===== src/rtl/core/qvr_div.sv =====
module qvr_div #(
  parameter int RW = 54,
  parameter int DW = 35,
  parameter int QB = 17
) (
  input  logic          clk,
  input  logic          en,
  input  logic [RW-1:0] n2,
  input  logic [DW-1:0] d2,
  input  logic          neg,
  output logic [QB-1:0] q,
  output logic          ovf,
  output logic          neg_o
);

  logic [RW-1:0] rem_r [QB];
  logic [DW-1:0] d2_r  [QB];
  logic [QB-1:0] q_r   [QB];
  logic          ovf_r [QB];
  logic          neg_r [QB];

  for (genvar k = 0; k < QB; k++) begin : g_stage
    logic [RW-1:0] rem_in;
    logic [DW-1:0] d2_in;
    logic [QB-1:0] q_in;
    logic          ovf_in;
    logic          neg_in;
    logic          ge;
    logic [RW-1:0] rem_nxt;
    logic [QB-1:0] q_nxt;

    if (k == 0) begin : g_first
      assign rem_in = n2;
      assign d2_in  = d2;
      assign q_in   = '0;
      assign ovf_in = ((n2 >> QB) >= RW'(d2));
      assign neg_in = neg;
    end else begin : g_next
      assign rem_in = rem_r[k-1];
      assign d2_in  = d2_r[k-1];
      assign q_in   = q_r[k-1];
      assign ovf_in = ovf_r[k-1];
      assign neg_in = neg_r[k-1];
    end

    // restoring step on quotient bit QB-1-k
    always_comb begin
      ge      = ((rem_in >> (QB - 1 - k)) >= RW'(d2_in));
      rem_nxt = ge ? rem_in - (RW'(d2_in) << (QB - 1 - k)) : rem_in;
      q_nxt   = {q_in[QB-2:0], ge};
    end

    always_ff @(posedge clk) begin
      if (en) begin
        rem_r[k] <= rem_nxt;
        d2_r[k]  <= d2_in;
        q_r[k]   <= q_nxt;
        ovf_r[k] <= ovf_in;
        neg_r[k] <= neg_in;
      end
    end
  end

  assign q     = q_r[QB-1];
  assign ovf   = ovf_r[QB-1];
  assign neg_o = neg_r[QB-1];

endmodule


===== config.mk =====
export PLATFORM = sky130hd
export DESIGN_NAME = qvr_div
export DESIGN_NICKNAME = d
export VERILOG_FILES = /design/src/rtl/core/qvr_div.sv
export SDC_FILE = /design/constraint.sdc
export NUM_CORES = 2
export LEC_CHECK = 0
export BUFFER_PORTS_ARGS = -buffer_cell sky130_fd_sc_hd__buf_2
export CELL_PAD_IN_SITES_DETAIL_PLACEMENT = 0
export CELL_PAD_IN_SITES_GLOBAL_PLACEMENT = 1
export CORE_ASPECT_RATIO = 0.7
export CORE_MARGIN = 5
export CORE_UTILIZATION = 42
export CTS_BUF_LIST = sky130_fd_sc_hd__clkbuf_8 sky130_fd_sc_hd__clkbuf_16
export DETAILED_ROUTE_END_ITERATION = 7
export PLACE_DENSITY = 0.66
export SYNTH_ARGS = -nofsm -noshare
export SYNTH_HDL_FRONTEND = slang
export SYNTH_SLANG_ARGS = --single-unit

===== constraint.sdc =====
create_clock -name clk -period 10.37 [get_ports clk]
set_input_delay 2.074 -clock clk [delete_from_list [all_inputs] [get_ports clk]]
set_output_delay 2.074 -clock clk [all_outputs]
set_load 0.02 [all_outputs]

==> results_dict.tcl <==
set metrics [dict create \
    clock_sink_count 1611 \
    detailed_place_hpwl_um 193000 \
    rows 143 \
    drt_pass1_iterations 7 \
    cts_resized 0 \
    timing.final.max_slew_violations 0 \
    count_of_cell_types_in_the_netlist 102 \
    top_level_ports 111 \
    gp_congestion 0.926 \
    initial_antenna_violation_count 5 \
    edff_count_synth 1611 \
    yosysTopAreaCellShare_pct 52.8 \
    largest_net_degree_at_the_start_of_global_routing 168 \
    routed-wl-met2_um 84300 \
    via_count 65000 \
    post_synthesis_cell_count 8471 \
    ctsHoldBuffers 0 \
    highest-signal-layer "met5" \
    timing.fmax_mhz 193 \
    cp-start-kind "flop" \
    layout-drive-gt1-share_pct 6.56 \
    layout.core_utilization_pct 46.6 \
    required_ns 10.95 \
    syn_nets 9209 \
    timing_worst_setup_path_type "flop to flop" \
    fp.dieH_um 401 \
    number_of_input_and_output_port_buffers_inserted 110 \
    critical_path_capture_point_type "flop" \
    route.detailed.drc 0 \
    cts_buffer_depth 4 \
    grt_use_total_pct 21.4 \
    finalHoldViolations 0 \
    synth-seq-cells 1611 \
    grt_pass1_vias 60000 \
    layout.nets 9299 \
    cts.repair_timing.setup_buffer_count 0 \
    p_leak_nw 39.5 \
    global_route.overflow_total 0 \
    htree_num_levels 4 \
    ys_warn_count 0 \
    proportion_of_synthesized_chip_area_in_sequential_cells_pct 52.8 \
    route.met3.wl_um 24000 \
    synthToLayoutAreaGrowth_pct 10.4 \
    postSynth.topFlopCell "sky130_fd_sc_hd__edfxtp_1" \
    core_area_sq_um 217000 \
    grt_setup_unrepaired "false" \
    die_x_um 568 \
    grt_first_pass_wirelength_um 379000 \
    synth_common_cells "sky130_fd_sc_hd__edfxtp_1 (1611), sky130_fd_sc_hd__a21oi_1 (747), sky130_fd_sc_hd__inv_1 (740)" \
    routed_length_per_instance_um 21.7 \
    synth_top_cell_by_area "sky130_fd_sc_hd__edfxtp_1" \
    yosys-top-cells-area "sky130_fd_sc_hd__edfxtp_1 (53%), sky130_fd_sc_hd__ha_1 (8.6%), sky130_fd_sc_hd__a21oi_1 (4.1%)" \
    ctsRootBufferMaster "sky130_fd_sc_hd__clkbuf_16" \
    drt.antenna.violating_nets 0 \
    post-route-min-period_ns 5.19 \
    worst-slew-pin-transition_ns 1.36 \
    hold_path_class "flop to flop" \
    timing.setup.tns_ns 0 \
    synth-async-reset-ratio_pct 0 \
    cts_tree "yes" \
    finalWirelength_um 252000 \
    timing.final.crit_share_pct 50.0 \
    timing.max_slew.rel_slack_pct 8.11 \
    post_synth_instance_area_sq_um 91600 \
    via_density_per_instance 5.60 \
    clkTransAtPathRegs_ns 0.06 \
    worst_clock_skew_ns 0.0596 \
    number_of_maximum_capacitance_violations 0 \
    cts-buffers-inserted 180 \
    synthesis.area_per_instance_sq_um 10.8 \
    path_max_fanout 69 \
    clkLatencyLatePin_ns 0.84 \
    outcome "complete, no violations" \
    timing.final.setup_violations 0 \
    drt_iter0_drc 7282 \
    max-vdd-ir-drop_uv 139 \
    most_common_cell_in_the_netlist "sky130_fd_sc_hd__edfxtp_1" \
    start_util_pct 42.2 \
    die_area_sq_um 228000 \
    cp.arrival_ns 5.77 \
    met1Wirelength_um 140000 \
    power_per_cell_area_nw_per_um2 285 \
]
routing by layer:
layer	GRT usage, %	vias up
met5	0.795	-
met2	24.6	2236
met3	5.69	233
met1	37.9	31300
li1	-	31300
met4	3.53	2
layout by cell type (no fill, tap or decap), types with 68 or more instances in the layout:
| cell type | n |
|---|---|
| sky130_fd_sc_hd__a31oi_1 | 68 |
| sky130_fd_sc_hd__ha_1 | 630 |
| sky130_fd_sc_hd__nand2_1 | 731 |
| sky130_fd_sc_hd__o21a_1 | 73 |
| sky130_fd_sc_hd__clkbuf_16 | 181 |
| sky130_fd_sc_hd__inv_1 | 771 |
| sky130_fd_sc_hd__nand2b_1 | 95 |
| sky130_fd_sc_hd__nor3_1 | 125 |
| sky130_fd_sc_hd__xnor2_1 | 354 |
| sky130_fd_sc_hd__a21o_1 | 304 |
| sky130_fd_sc_hd__xor2_1 | 299 |
| sky130_fd_sc_hd__edfxtp_1 | 1611 |
| sky130_fd_sc_hd__o21ai_0 | 645 |
| sky130_fd_sc_hd__mux2_2 | 78 |
| sky130_fd_sc_hd__nor4_1 | 71 |
| sky130_fd_sc_hd__nand3_1 | 137 |
| sky130_fd_sc_hd__nor2b_1 | 99 |
| sky130_fd_sc_hd__nor2_1 | 511 |
| sky130_fd_sc_hd__a21oi_1 | 745 |
| sky130_fd_sc_hd__buf_2 | 109 |
| sky130_fd_sc_hd__nand4_1 | 146 |
| sky130_fd_sc_hd__o21bai_1 | 78 |
power breakdown:
| group | leakage [nW] | internal (W) | total (W) | switching (W) |
|---|---|---|---|---|
| Sequential | 15.6 | 0.00935 | 0.0106 | 0.00123 |
| Combinational | 20.9 | 0.00468 | 0.0119 | 0.00726 |
| Clock | 2.92 | 0.00365 | 0.00630 | 0.00266 |
| Total | 39.5 | 0.0177 | 0.0288 | 0.0111 |
state kept, by name, summed over array words and instances, names as in the netlist:
signal and cells:
neg_r 17, d2_r 560, ovf_r 17, rem_r 864
q_r 153
path summary, 6_finish.rpt:
check	startpoint	end	slack, ns	depth (start not counted)
worst max-delay path	rem_r[0][762]$_DFFE_PP_	rem_r[0][862]$_DFFE_PP_	5.18	14
worst min-delay path	q_r[12][11]$_DFFE_PP_	q_r[13][12]$_DFFE_PP_	0.38	0
worst max register to register	rem_r[0][762]$_DFFE_PP_	rem_r[0][862]$_DFFE_PP_	5.18	14
worst min register to register	q_r[12][11]$_DFFE_PP_	q_r[13][12]$_DFFE_PP_	0.38	0
critical path: stages, from the launching register on:
cell	delay, ns
sky130_fd_sc_hd__edfxtp_1	0.40
sky130_fd_sc_hd__ha_1	0.40
sky130_fd_sc_hd__nand4_1	0.13
sky130_fd_sc_hd__nor2_1	0.53
sky130_fd_sc_hd__o221ai_1	0.38
sky130_fd_sc_hd__a21oi_1	0.43
sky130_fd_sc_hd__o21ai_0	0.17
sky130_fd_sc_hd__buf_4	0.22
sky130_fd_sc_hd__nand2b_1	0.35
sky130_fd_sc_hd__a21oi_1	0.20
sky130_fd_sc_hd__nand2b_2	0.17
sky130_fd_sc_hd__buf_4	0.61
sky130_fd_sc_hd__o211ai_1	0.44
sky130_fd_sc_hd__and4bb_2	0.42
sky130_fd_sc_hd__xor2_1	0.06
cell type report:
| type | instances | area, sq um |
|---|---|---|
| timing repair buffer | 160 | 1040 |
| clock buffer | 181 | 4530 |
| multi-input combinational | 5865 | 39500 |
| inverter | 743 | 2790 |
| clock inverter | 138 | 1190 |
| sequential | 1611 | 48400 |
| antenna | 2 | 5.00 |
| fill | 20000 | 116000 |
| tap | 2900 | 3630 |
through the flow:
step	hold WS (ns)	std cells	setup WS, ns	total power (W)	cell area (sq um)
6_report	0.384	11600	5.18	0.0288	101000
5_1_grt	0.388	11600	4.92	0.0306	101000
4_1_cts	0.389	11600	5.29	0.0287	101000
3_5_place_dp	0.405	11300	4.37	0.0222	95400
3_3_place_gp	0.400	11300	4.28	0.0222	95400
2_1_floorplan	0.400	8471	5.19	0.0185	91600
cell families after synthesis:
family                     Yosys count  synth area share (%)
AOI/OAI and AO/OA                 2287                  15.2
and+or+nand+nor                   2193                  11.6
muxes                               86                  1.05
xor gates and xnor gates           653                  6.25
DFF                               1611                  52.8
buffers and inverters              995                  4.14
adders and majority gates          646                  8.96
(Power assumes the default switching activity.)
